**src/rtl/tard_pkg.sv**
```systemverilog
// ----------------------------------------------------------------------------
// tard_pkg
// Shared types and constants of the typed array record deframer.
// ----------------------------------------------------------------------------
package tard_pkg;

  localparam int unsigned TypeW  = 2;
  localparam int unsigned CountW = 32;
  localparam int unsigned IndexW = 35;

  localparam int unsigned QueueDepth = 2;

  // result kinds
  localparam logic [1:0] KIND_PAYLOAD  = 2'd0;
  localparam logic [1:0] KIND_EMPTY    = 2'd1;
  localparam logic [1:0] KIND_BAD_TYPE = 2'd2;
  localparam logic [1:0] KIND_OVERFLOW = 2'd3;

  typedef struct packed {
    logic [1:0]        kind;
    logic [TypeW-1:0]  elem_type;
    logic [CountW-1:0] elem_count;
    logic [7:0]        data_byte;
    logic [IndexW-1:0] byte_index;
    logic              last;
  } tard_result_t;

endpackage

```
**src/rtl/tard_front.sv**
```systemverilog
// ----------------------------------------------------------------------------
// tard_front
// Record parser: decodes type byte and LEB128 count, tags payload bytes.
// ----------------------------------------------------------------------------
module tard_front #(
  parameter int unsigned COUNT_BITS = 32
) (
  input  logic                  clk_i,
  input  logic                  rst_ni,
  input  logic                  cfg_we_i,
  input  logic [7:0]            cfg_wdata_i,
  input  logic                  in_valid_i,
  input  logic [7:0]            in_byte_i,
  output logic                  res_valid_o,
  output tard_pkg::tard_result_t res_o
);
  import tard_pkg::*;

  localparam int unsigned GroupSat = (COUNT_BITS + 6) / 7;
  localparam int unsigned GnW      = $clog2(GroupSat + 1);
  localparam int unsigned ShW      = $clog2(COUNT_BITS + 7);
  localparam int unsigned BlW      = (COUNT_BITS + 3 > 64) ? 64 : COUNT_BITS + 3;

  localparam logic [1:0] PH_TYPE    = 2'd0;
  localparam logic [1:0] PH_COUNT   = 2'd1;
  localparam logic [1:0] PH_PAYLOAD = 2'd2;

  logic [7:0]            base_q;
  logic [1:0]            phase_q, phase_d;
  logic [TypeW-1:0]      cur_type_q, cur_type_d;
  logic [COUNT_BITS-1:0] count_acc_q, count_acc_d;
  logic [GnW-1:0]        group_num_q, group_num_d;
  logic [BlW-1:0]        bytes_left_q, bytes_left_d;
  logic [IndexW-1:0]     pos_q, pos_d;

  logic [7:0]            code;
  logic [6:0]            group;
  logic                  more;
  logic [ShW-1:0]        shamt;
  logic [COUNT_BITS+6:0] grp_ext;
  logic                  grp_ovf;
  logic                  size_ovf;
  logic [COUNT_BITS-1:0] acc_new;
  logic [GnW-1:0]        gn_new;
  logic                  fin;
  logic                  res_valid;
  tard_result_t          res;

  always_comb begin
    code    = in_byte_i - base_q;
    group   = in_byte_i[6:0];
    more    = in_byte_i[7];
    shamt   = ShW'(group_num_q) * ShW'(7);
    grp_ext = {{COUNT_BITS{1'b0}}, group} << shamt;
    if (group_num_q >= GnW'(GroupSat)) begin
      grp_ovf = (group != 7'd0);
      acc_new = count_acc_q;
      gn_new  = group_num_q;
    end else begin
      grp_ovf = |grp_ext[COUNT_BITS+6:COUNT_BITS];
      acc_new = count_acc_q | grp_ext[COUNT_BITS-1:0];
      gn_new  = group_num_q + GnW'(1);
    end
    size_ovf = 1'b0;
    for (int i = 0; i < COUNT_BITS; i++) begin
      if (acc_new[i] && (i + int'(cur_type_q) >= 64)) begin
        size_ovf = 1'b1;
      end
    end
    fin = (bytes_left_q <= BlW'(1));
  end

  always_comb begin
    phase_d      = phase_q;
    cur_type_d   = cur_type_q;
    count_acc_d  = count_acc_q;
    group_num_d  = group_num_q;
    bytes_left_d = bytes_left_q;
    pos_d        = pos_q;
    res_valid    = 1'b0;
    res          = '0;
    res.kind     = KIND_PAYLOAD;
    unique case (phase_q)
      PH_COUNT: begin
        res.elem_type  = cur_type_q;
        res.last       = 1'b1;
        if (grp_ovf) begin
          phase_d        = PH_TYPE;
          res_valid      = 1'b1;
          res.kind       = KIND_OVERFLOW;
          res.elem_count = CountW'(count_acc_q);
        end else begin
          count_acc_d = acc_new;
          group_num_d = gn_new;
          if (!more) begin
            if (acc_new == '0) begin
              phase_d   = PH_TYPE;
              res_valid = 1'b1;
              res.kind  = KIND_EMPTY;
            end else if (size_ovf) begin
              phase_d        = PH_TYPE;
              res_valid      = 1'b1;
              res.kind       = KIND_OVERFLOW;
              res.elem_count = CountW'(acc_new);
            end else begin
              bytes_left_d = BlW'(acc_new) << cur_type_q;
              pos_d        = '0;
              phase_d      = PH_PAYLOAD;
            end
          end
        end
      end
      PH_PAYLOAD: begin
        res_valid      = 1'b1;
        res.kind       = KIND_PAYLOAD;
        res.elem_type  = cur_type_q;
        res.elem_count = CountW'(count_acc_q);
        res.data_byte  = in_byte_i;
        res.byte_index = pos_q;
        res.last       = fin;
        bytes_left_d   = fin ? '0 : bytes_left_q - BlW'(1);
        pos_d          = pos_q + IndexW'(1);
        if (fin) begin
          phase_d = PH_TYPE;
        end
      end
      default: begin
        phase_d = PH_TYPE;
        if (code > 8'd3) begin
          res_valid = 1'b1;
          res.kind  = KIND_BAD_TYPE;
          res.last  = 1'b1;
        end else begin
          cur_type_d   = code[TypeW-1:0];
          count_acc_d  = '0;
          group_num_d  = '0;
          bytes_left_d = '0;
          pos_d        = '0;
          phase_d      = PH_COUNT;
        end
      end
    endcase
  end

  always_ff @(posedge clk_i or negedge rst_ni) begin
    if (!rst_ni) begin
      base_q       <= '0;
      phase_q      <= PH_TYPE;
      cur_type_q   <= '0;
      count_acc_q  <= '0;
      group_num_q  <= '0;
      bytes_left_q <= '0;
      pos_q        <= '0;
    end else begin
      if (cfg_we_i) begin
        base_q <= cfg_wdata_i;
      end
      if (in_valid_i) begin
        phase_q      <= phase_d;
        cur_type_q   <= cur_type_d;
        count_acc_q  <= count_acc_d;
        group_num_q  <= group_num_d;
        bytes_left_q <= bytes_left_d;
        pos_q        <= pos_d;
      end
    end
  end

  assign res_valid_o = in_valid_i & res_valid;
  assign res_o       = res;

  a_payload_has_bytes: assert property (@(posedge clk_i) disable iff (!rst_ni)
    phase_q == PH_PAYLOAD |-> bytes_left_q != '0)
    else $error("payload phase with no bytes left");

  a_error_is_last: assert property (@(posedge clk_i) disable iff (!rst_ni)
    res_valid_o && res_o.kind != KIND_PAYLOAD |-> res_o.last)
    else $error("non-payload result without last");

  a_last_ends_record: assert property (@(posedge clk_i) disable iff (!rst_ni)
    res_valid_o && res_o.last |=> phase_q == PH_TYPE)
    else $error("record not closed after last result");

endmodule

```
**src/rtl/tard_fifo.sv**
```systemverilog
// ----------------------------------------------------------------------------
// tard_fifo
// Short result queue between the parser and the result port.
// ----------------------------------------------------------------------------
module tard_fifo (
  input  logic                   clk_i,
  input  logic                   rst_ni,
  input  logic                   wr_i,
  input  tard_pkg::tard_result_t wdata_i,
  output logic                   full_o,
  input  logic                   rd_i,
  output logic                   empty_o,
  output tard_pkg::tard_result_t rdata_o
);
  import tard_pkg::*;

  localparam int unsigned PtrW = (QueueDepth > 1) ? $clog2(QueueDepth) : 1;
  localparam int unsigned CntW = $clog2(QueueDepth + 1);

  tard_result_t    mem_q [QueueDepth];
  logic [PtrW-1:0] wr_ptr_q, rd_ptr_q;
  logic [CntW-1:0] count_q;
  logic            do_wr, do_rd;

  assign full_o  = (count_q == CntW'(QueueDepth));
  assign empty_o = (count_q == '0);
  assign do_wr   = wr_i & ~full_o;
  assign do_rd   = rd_i & ~empty_o;
  assign rdata_o = mem_q[rd_ptr_q];

  always_ff @(posedge clk_i) begin
    if (do_wr) begin
      mem_q[wr_ptr_q] <= wdata_i;
    end
  end

  always_ff @(posedge clk_i or negedge rst_ni) begin
    if (!rst_ni) begin
      wr_ptr_q <= '0;
      rd_ptr_q <= '0;
      count_q  <= '0;
    end else begin
      if (do_wr) begin
        wr_ptr_q <= (wr_ptr_q == PtrW'(QueueDepth - 1)) ? '0 : wr_ptr_q + PtrW'(1);
      end
      if (do_rd) begin
        rd_ptr_q <= (rd_ptr_q == PtrW'(QueueDepth - 1)) ? '0 : rd_ptr_q + PtrW'(1);
      end
      if (do_wr && !do_rd) begin
        count_q <= count_q + CntW'(1);
      end else if (do_rd && !do_wr) begin
        count_q <= count_q - CntW'(1);
      end
    end
  end

  a_count_bound: assert property (@(posedge clk_i) disable iff (!rst_ni)
    count_q <= CntW'(QueueDepth))
    else $error("queue count beyond depth");

  a_no_write_when_full: assert property (@(posedge clk_i) disable iff (!rst_ni)
    wr_i |-> !full_o)
    else $error("transfer into a full queue");

  a_count_tracks: assert property (@(posedge clk_i) disable iff (!rst_ni)
    do_wr && !do_rd |=> count_q == $past(count_q) + CntW'(1))
    else $error("queue count did not follow transfer");

endmodule

```
**src/rtl/typed_array_record_deframer.sv**
```systemverilog
// ----------------------------------------------------------------------------
// typed_array_record_deframer
// Typed array record parser with LEB128 element count, queue-style ports.
// ----------------------------------------------------------------------------
// one byte per cycle while the queue is not full; a result can be popped in the cycle after its byte is taken
// bytes without a result (most type and count bytes) emit nothing
// throughput set by the parser state update and the two-entry result queue
// reset clears the parser to expect a type byte, empties the queue, base = 0
// ----------------------------------------------------------------------------
module typed_array_record_deframer #(
  parameter int unsigned COUNT_BITS = 32
) (
  input  logic        clk_i,
  input  logic        rst_ni,
  input  logic        cfg_we_i,
  input  logic [7:0]  cfg_wdata_i,
  input  logic        push,
  output logic        full,
  input  logic [7:0]  in_byte_i,
  output logic        empty,
  input  logic        pop,
  output logic [1:0]  kind_o,
  output logic [1:0]  elem_type_o,
  output logic [31:0] elem_count_o,
  output logic [7:0]  data_byte_o,
  output logic [34:0] byte_index_o,
  output logic        last_o
);
  import tard_pkg::*;

  logic         in_valid;
  logic         res_valid;
  tard_result_t res;
  tard_result_t head;

  assign in_valid = push & ~full;

  tard_front #(
    .COUNT_BITS(COUNT_BITS)
  ) u_front (
    .clk_i      (clk_i),
    .rst_ni     (rst_ni),
    .cfg_we_i   (cfg_we_i),
    .cfg_wdata_i(cfg_wdata_i),
    .in_valid_i (in_valid),
    .in_byte_i  (in_byte_i),
    .res_valid_o(res_valid),
    .res_o      (res)
  );

  tard_fifo u_fifo (
    .clk_i  (clk_i),
    .rst_ni (rst_ni),
    .wr_i   (res_valid),
    .wdata_i(res),
    .full_o (full),
    .rd_i   (pop),
    .empty_o(empty),
    .rdata_o(head)
  );

  assign kind_o       = head.kind;
  assign elem_type_o  = head.elem_type;
  assign elem_count_o = head.elem_count;
  assign data_byte_o  = head.data_byte;
  assign byte_index_o = head.byte_index;
  assign last_o       = head.last;

endmodule
```
**config.mk**
```make
export PLATFORM = sky130hd
export DESIGN_NAME = typed_array_record_deframer
export DESIGN_NICKNAME = d
export VERILOG_FILES = /design/src/rtl/tard_pkg.sv /design/src/rtl/tard_front.sv /design/src/rtl/tard_fifo.sv /design/src/rtl/typed_array_record_deframer.sv
export SDC_FILE = /design/constraint.sdc
export NUM_CORES = 1
export LEC_CHECK = 0
export BUFFER_PORTS_ARGS = -buffer_cell sky130_fd_sc_hd__buf_2
export CORE_ASPECT_RATIO = 0.8
export CORE_MARGIN = 4
export CORE_UTILIZATION = 55
export DETAILED_ROUTE_END_ITERATION = 10
export GPL_TIMING_DRIVEN = 1
export PLACE_DENSITY = 0.81
export SETUP_SLACK_MARGIN = 0.1
export SLEW_MARGIN = 20
export SYNTH_ARGS = -nofsm -noshare
export SYNTH_HDL_FRONTEND = slang
export SYNTH_HIERARCHICAL = 1
export SYNTH_SLANG_ARGS = --single-unit
```
**constraint.sdc**
```tcl
create_clock -name clk_i -period 6.3 [get_ports clk_i]
set_clock_uncertainty 0.05 [all_clocks]
set_input_delay 0.63 -clock clk_i [delete_from_list [all_inputs] [get_ports clk_i]]
set_output_delay 0.63 -clock clk_i [all_outputs]
set_load 0.02 [all_outputs]
```
==> results.json, run 1 <==
{
  "ios": 103,
  "fin_crit_ns": 4.33,
  "clock_path_buffers": 3,
  "fmax_mhz": 231,
  "max_slew_margin_pct": 27.3,
  "clock_latency_ns": 0.55,
  "yosys_warnings": 6,
  "fin_util_pct": 61.5,
  "vdd_drop_max_mv": 0.322,
  "worstSetupStartpointType": "flop",
  "layout-drive-gt1-share_pct": 20.3,
  "num_rows": 53,
  "syn_area_per_cell_um2": 11.8,
  "hold_path_class": "in -> async",
  "cts_buffers": 27,
  "crit_required_ns": 6.50,
  "min_period_over_period_pct": 68.8,
  "post-route-drc-count": 0,
  "syn2layout_area_growth_pct": 10.3,
  "antenna_found_initial": 1,
  "h-tree-depth": 1,
  "setup_violations": 0,
  "cts_resized": 0,
  "io_buffer_count": 102,
  "clkSinkCount": 281,
  "final_nets": 1348,
  "crit_fanout": 68,
  "syn_area_um2": 14600,
  "die_h_um": 154,
  "holdBufCountCts": 0,
  "cap_viol_max_count": 0,
  "drt_wl_total_um": 33600,
  "design.core.area_um2": 26300,
  "drt-wirelength-per-cell_um": 19.9,
  "gp_congestion": 0.886,
  "slew_violations": 0,
  "design.die.area_um2": 29300,
  "endpoint_kind": "flop",
  "powerDensity_nw_per_um2": 394,
  "grt_first_pass_wirelength_um": 53500,
  "rsz0062_at_grt": "false",
  "ys_ff_latch": 281,
  "crit_arrival_ns": 4.53,
  "ant_nets": 0,
  "p_leak_nw": 6.53,
  "drt_iter0_drc": 1319,
  "firstDrtPassIters": 6,
  "critPathKind": "reg -> reg",
  "hold_violations": 0,
  "ys.flop_type": "edfxtp_1",
  "overflow": 0,
  "postCtsSetupRepairBufs": 0,
  "seq_area_frac_synth_pct": 53.5,
  "vias_per_cell": 6.15,
  "cts_root_buf": "clkbuf_16",
  "grt_pass1_vias": 9756,
  "netlist-cell-type-count": 72,
  "async_flop_share_pct": 43.1,
  "fp.dieW_um": 190,
  "synthCells": 1240,
  "tns_ns": 0,
  "grt_max_degree": 76,
  "worst_slew_pin_slew_ns": 1.09,
  "synth_edf_count": 160,
  "hpwl_um": 22500,
  "status": "finished, final reports clean",
  "cts_tree": "built",
  "synth_fp_nets": 1278,
  "clk_pin_slew_ns": 0.07,
  "start_util_pct": 55.8,
  "grt_use_total_pct": 22.3,
  "diodes": 0,
  "num_vias": 10374
}
-- kinds of logic after synthesis --
| family | count (synthesis) | synth area share (%) |
|---|---|---|
| simple gates | 427 | 16.1 |
| flops | 281 | 53.5 |
| compound gates | 270 | 12.3 |
| mux | 133 | 11.9 |
| buf+inv | 104 | 4.30 |
| fa+ha+maj | 17 | 1.50 |
| xor+xnor | 8 | 0.478 |
-- registers in the layout, summed over array words and instances, names as in the netlist --
signal and flops:
u_front/pos_q 35, u_front/cur_type_q 2, u_front/bytes_left_q 35, u_front/base_q 8, u_fifo/wr_ptr_q 1, u_front/group_num_q 3
u_fifo/count_q 2, u_front/count_acc_q 32, u_fifo/mem_q 160, u_fifo/rd_ptr_q 1, u_front/phase_q 2
-- per-stage QoR --
stage               area [µm²]  setup slack (ns)  hold WS [ns]  cells  total power [mW]
global placement         15200              1.70         0.433   1638              4.64
floorplan                14700             0.814         0.284   1240              4.22
finish                   16200              1.97         0.156   1688              6.37
global route             16200              1.77         0.222   1688              6.66
CTS                      16200              1.98         0.190   1688              6.40
detailed placement       15200              1.58         0.440   1638              4.69
-- cells in the mapped netlist, types with 5 or more instances --
master      n  area share (%)
edfxtp_1  160              33
dfrtp_1   121              21
nand2_1   111             2.8
a21oi_1    91             3.1
and2_1     86             3.7
mux2_4     79             8.1
nor2_1     56             1.4
mux2i_1    45             3.1
clkbuf_1   36            0.92
o21ai_1    34             1.2
o31ai_1    30             1.5
a221o_1    28             1.9
nand3_1    28            0.96
nor4b_1    28             1.7
inv_1      27            0.69
nor3_1     20            0.68
nand4_1    17            0.73
ha_1       16             1.4
o21ai_0    16            0.55
nor2b_1    14            0.60
and3_1     12            0.51
buf_2      12            0.41
nand2b_1   11            0.47
buf_6       9            0.69
mux2_2      9            0.69
a32oi_1     8            0.48
buf_12      8             1.1
nor4_1      8            0.34
buf_4       7            0.36
or3_1       7            0.30
a211oi_1    6            0.31
a21o_1      5            0.26
a22o_1      5            0.30
a22oi_1     5            0.26
a31oi_1     5            0.21
o32a_1      5            0.34
xnor2_1     5            0.30
-- report_power, final --
group | switching, mW | internal (mW)
logic | 1.25 | 0.861
registers | 0.237 | 2.32
clock network | 0.690 | 1.01
total | 2.18 | 4.19
-- metal layers --
metal	GRT usage, %	routed length (µm)	vias to the layer above	share of wire (%)
met4	4.27	585	2	1.7
met2	34.3	15300	461	46
met1	33.8	14900	5080	45
met3	3.79	2740	58	8.2
met5	0	13	-	0.039
li1	-	-	4773	-
-- layout make-up --
class	instances	area, µm²
fill	2033	10100
sequential	281	7840
multi-input combinational	855	6210
clock buffer	38	758
timing repair buffer	116	618
tap	357	447
clock inverter	12	178
inverter	29	109
-- path summary, 6_finish.rpt --
kind                                                       from                                   end  slack [ns]  cells past startpoint
max reg2reg                       u_front/base_q[0]$_DFFE_PN0P_         u_fifo/mem_q[1][52]$_DFFE_PP_        1.97                     13
max in group asynchronous                                rst_ni   u_front/count_acc_q[24]$_DFFE_PN0P_        4.75                      2
min reg2reg                u_front/bytes_left_q[21]$_DFFE_PN0P_  u_front/bytes_left_q[21]$_DFFE_PN0P_        0.45                      2
min in group clk_i                               cfg_wdata_i[3]         u_front/base_q[3]$_DFFE_PN0P_        0.26                      3
min                                                      rst_ni  u_front/bytes_left_q[14]$_DFFE_PN0P_        0.16                      1
max                               u_front/base_q[0]$_DFFE_PN0P_         u_fifo/mem_q[1][52]$_DFFE_PP_        1.97                     13
-- placed cells by master, fill, tap and decap left out, drive strengths merged, types with 11 or more instances in the layout --
cell,Yosys,layout
dfrtp,121,121
edfxtp,160,160
nor4b,29,29
ha,16,16
o21ai,50,50
nand2b,11,11
nor3,21,21
a221o,28,28
nor2b,16,16
nor2,56,56
buf,39,116
inv,28,29
o31ai,30,30
clkbuf,36,38
nor4,12,12
and2,87,87
a21oi,94,94
nand2,111,111
nand3,28,28
mux2i,45,45
and3,12,12
mux2,88,88
nand4,17,17
-- critical path: stages (launching register included) --
cell	delay, ns
dfrtp_1	0.43
ha_1	0.18
inv_1	0.05
fa_1	0.40
a21o_1	0.19
a221o_1	0.35
nand4_1	0.11
nand2_1	0.05
or3_1	0.45
and3_1	0.29
nor2_1	0.14
o21a_1	0.15
and3_4	0.83
buf_4	0.32
Power figures use the tool's default switching activity.
==> run 2, diff against run 1 <==
- ABC_AREA: unset -> 1
- PLACE_DENSITY: 0.81 -> 0.77
- clock period: 6.3 -> 4.1 ns (I/O delays scaled with it)
==> run 2 against run 1 <==
Critical path depth is 4 higher. Sequential share of layout area is 4.9 points lower. Sequential cell count did not move. Largest cell class unchanged. Utilization increased by 1.3 points. Fmax rose by 23%. Via count is 24% higher. Worst setup slack lost 1.4 ns. Combinational power up 100%. First-iteration DRC count increased by 10%. Synthesized cell count up 57%. Wire length up 19%. Design area grew 11%.
==> results.json, run 2 <==
{
  "status": "finished, final reports clean",
  "p_leak_nw": 8.58,
  "syn_area_um2": 16100,
  "worstSetupStartpointType": "flop",
  "fp.dieW_um": 199,
  "num_vias": 12883,
  "path_cells": "inv_4 -> nand2_1 -> nor2_1 -> nor2_1 -> nand2_1 -> nor2_1 -> nand3_1 -> nor2_1 -> nand2_1 -> nand2_1 -> nand3_1 -> a21boi_1 -> inv_1 -> nor2_4 -> nand2_1 -> clkinvlp_4 -> buf_4",
  "postCtsSetupRepairBufs": 0,
  "synthCells": 1949,
  "layout_commonest_cell": "nand2_1",
  "firstDrtPassIters": 6,
  "vias_per_cell": 5.31,
  "placed_area_um2": 16900,
  "hp-start": "cfg_wdata_i[4]",
  "crit_required_ns": 4.24,
  "overflow": 0,
  "synth_fp_nets": 1987,
  "die_h_um": 161,
  "fin_cells": 2427,
  "clk_pin_slew_ns": 0.06,
  "start_util_pct": 56.4,
  "dp.cells": 2374,
  "grt_first_pass_wirelength_um": 64700,
  "netlist-cell-type-count": 46,
  "finalInstanceArea_um2": 17900,
  "clock_path_buffers": 3,
  "grt_pass1_vias": 12068,
  "cts_root_buf": "clkbuf_16",
  "clkSinkCount": 281,
  "ant_nets": 0,
  "h-tree-depth": 1,
  "fmax_mhz": 284,
  "gp_congestion": 1.01,
  "synth_area_leaders": "edfxtp_1, dfrtp_1, nand2_1, nor2_1, nand2_4",
  "crit_arrival_ns": 3.66,
  "layout_common_cells": "nand2_1, nor2_1, edfxtp_1",
  "hold_path_class": "in -> reg",
  "layout-drive-gt1-share_pct": 18.1,
  "io_buffer_count": 102,
  "min_period_over_period_pct": 85.8,
  "fin_crit_ns": 3.52,
  "crit_fanout": 30,
  "seq_area_frac_synth_pct": 48.6,
  "design.die.area_um2": 32100,
  "tns_ns": 0,
  "drt_iter0_drc": 1451,
  "worst_slew_pin_slew_ns": 0.899,
  "slew_violations": 0,
  "critPathKind": "reg -> reg",
  "cap_viol_max_count": 0,
  "setup_violations": 0,
  "clock_latency_ns": 0.56,
  "antenna_found_initial": 0,
  "async_flop_share_pct": 43.1,
  "yosys_warnings": 6,
  "syn2layout_area_growth_pct": 11.5,
  "design.core.area_um2": 28600,
  "syn_area_per_cell_um2": 8.26,
  "num_rows": 55,
  "hpwl_um": 28800,
  "synth_edf_count": 160,
  "cts_tree": "built",
  "vdd_drop_max_mv": 0.695,
  "crit_family": "simple AND/OR/NAND/NOR gates",
  "endpoint_kind": "flop",
  "final_nets": 2073,
  "grt_max_degree": 82,
  "yosys.area.top_type": "edfxtp_1",
  "hold_violations": 0,
  "powerDensity_nw_per_um2": 620,
  "ys_ff_latch": 281,
  "cp-startpoint": "u_front/group_num_q[1]$_DFFE_PN0P_",
  "ios": 103,
  "max_stage_delay_ns": 0.61,
  "rsz0062_at_grt": "false",
  "drt-wirelength-per-cell_um": 16.5,
  "regMostFlops": "u_fifo/mem_q",
  "cts_buffers": 28,
  "path_common_cell": "nand2_1",
  "synth_top_area_share_pct": 29.8,
  "post-route-drc-count": 0,
  "grt_use_total_pct": 25.0,
  "largest_reg_flops": 160,
  "synth_common_cells": "nand2_1, nor2_1, edfxtp_1",
  "diodes": 0,
  "drt_wl_total_um": 40100,
  "ys.flop_type": "edfxtp_1",
  "max_slew_margin_pct": 40.1,
  "reg_top3": "u_fifo/mem_q (160), u_front/bytes_left_q (35), u_front/pos_q (35)",
  "slowest_stage": "dfrtp_1",
  "cp_num_buf_inv": 4,
  "yosysMostFrequentCell": "nand2_1",
  "r2r_start": "u_front/group_num_q[1]$_DFFE_PN0P_"
}
[run 2: path summary, 6_finish.rpt]
kind	to	slack [ns]	cells past startpoint
setup / recovery	u_fifo/mem_q[0][7]$_DFFE_PP_	0.58	17
hold / removal	u_front/base_q[4]$_DFFE_PN0P_	0.05	3
setup reg to reg	u_fifo/mem_q[0][7]$_DFFE_PP_	0.58	17
hold reg to reg	u_front/bytes_left_q[1]$_DFFE_PN0P_	0.44	2
max in group asynchronous	u_fifo/rd_ptr_q$_DFFE_PN0P_	2.74	3
min in group asynchronous	u_front/bytes_left_q[9]$_DFFE_PN0P_	0.43	2
[run 2: final cells by class]
type | instances | area [µm²]
Fill cell | 2413 | 10600
Sequential cell | 281 | 7830
Multi-Input combinational cell | 1429 | 7160
Timing Repair Buffer | 135 | 801
Clock buffer | 35 | 787
Inverter | 160 | 622
Tap cell | 370 | 463
Clock inverter | 17 | 278
[run 2: tightest hold or removal path, cell delays in order]
cell and delay (ns):
buf_2 0.08, nand2_1 0.04, o21ai_0 0.07
[run 2: power by group]
group	total [mW]	internal, mW	leakage [nW]	switching (mW)
registers	3.98	3.63	3.15	0.344
logic	4.28	1.29	4.91	2.98
clock network	2.87	1.75	0.517	1.12
[run 2: metal layers]
layer / vias to the layer above / part of all wire, % / global-route usage, %
met5: - / 0 / 0
met4: 0 / 2.1 / 5.50
met3: 58 / 8.5 / 4.40
met2: 525 / 42 / 35.8
met1: 5993 / 47 / 39.8
li1: 6307 / - / -
[run 2: logic make-up (layout without fill, tap and decap cells)]
family,after synthesis,in the layout,synth area share [%]
AND/OR/NAND/NOR,1198,1198,34.4
flip-flops,281,281,48.6
buffers and inverters,239,347,6.97
AO/OA/AOI/OAI,141,141,4.59
XOR/XNOR,66,66,3.59
adder cells (fa/ha/maj),17,17,1.37
multiplexers,7,7,0.451
[run 2: timing repair]
item	4_1_cts	5_1_grt
endpoints found under the hold margin	55	0
setup endpoints to repair	0	91
hold buffers	1	0
gates resized for setup	0	1
[run 2: through the flow]
step / util, % / hold WS [ns] / setup WS [ns] / total power [mW]
5_1_grt: 62.8 / 0.0357 / 0.128 / 11.8
6_report: 62.8 / 0.0462 / 0.581 / 11.1
4_1_cts: 62.8 / 0.0164 / 0.486 / 11.2
3_5_place_dp: 59.1 / 0.423 / 0.446 / 8.26
3_3_place_gp: 59.1 / 0.414 / 0.574 / 8.19
2_1_floorplan: - / 0.0644 / 0.484 / 7.14
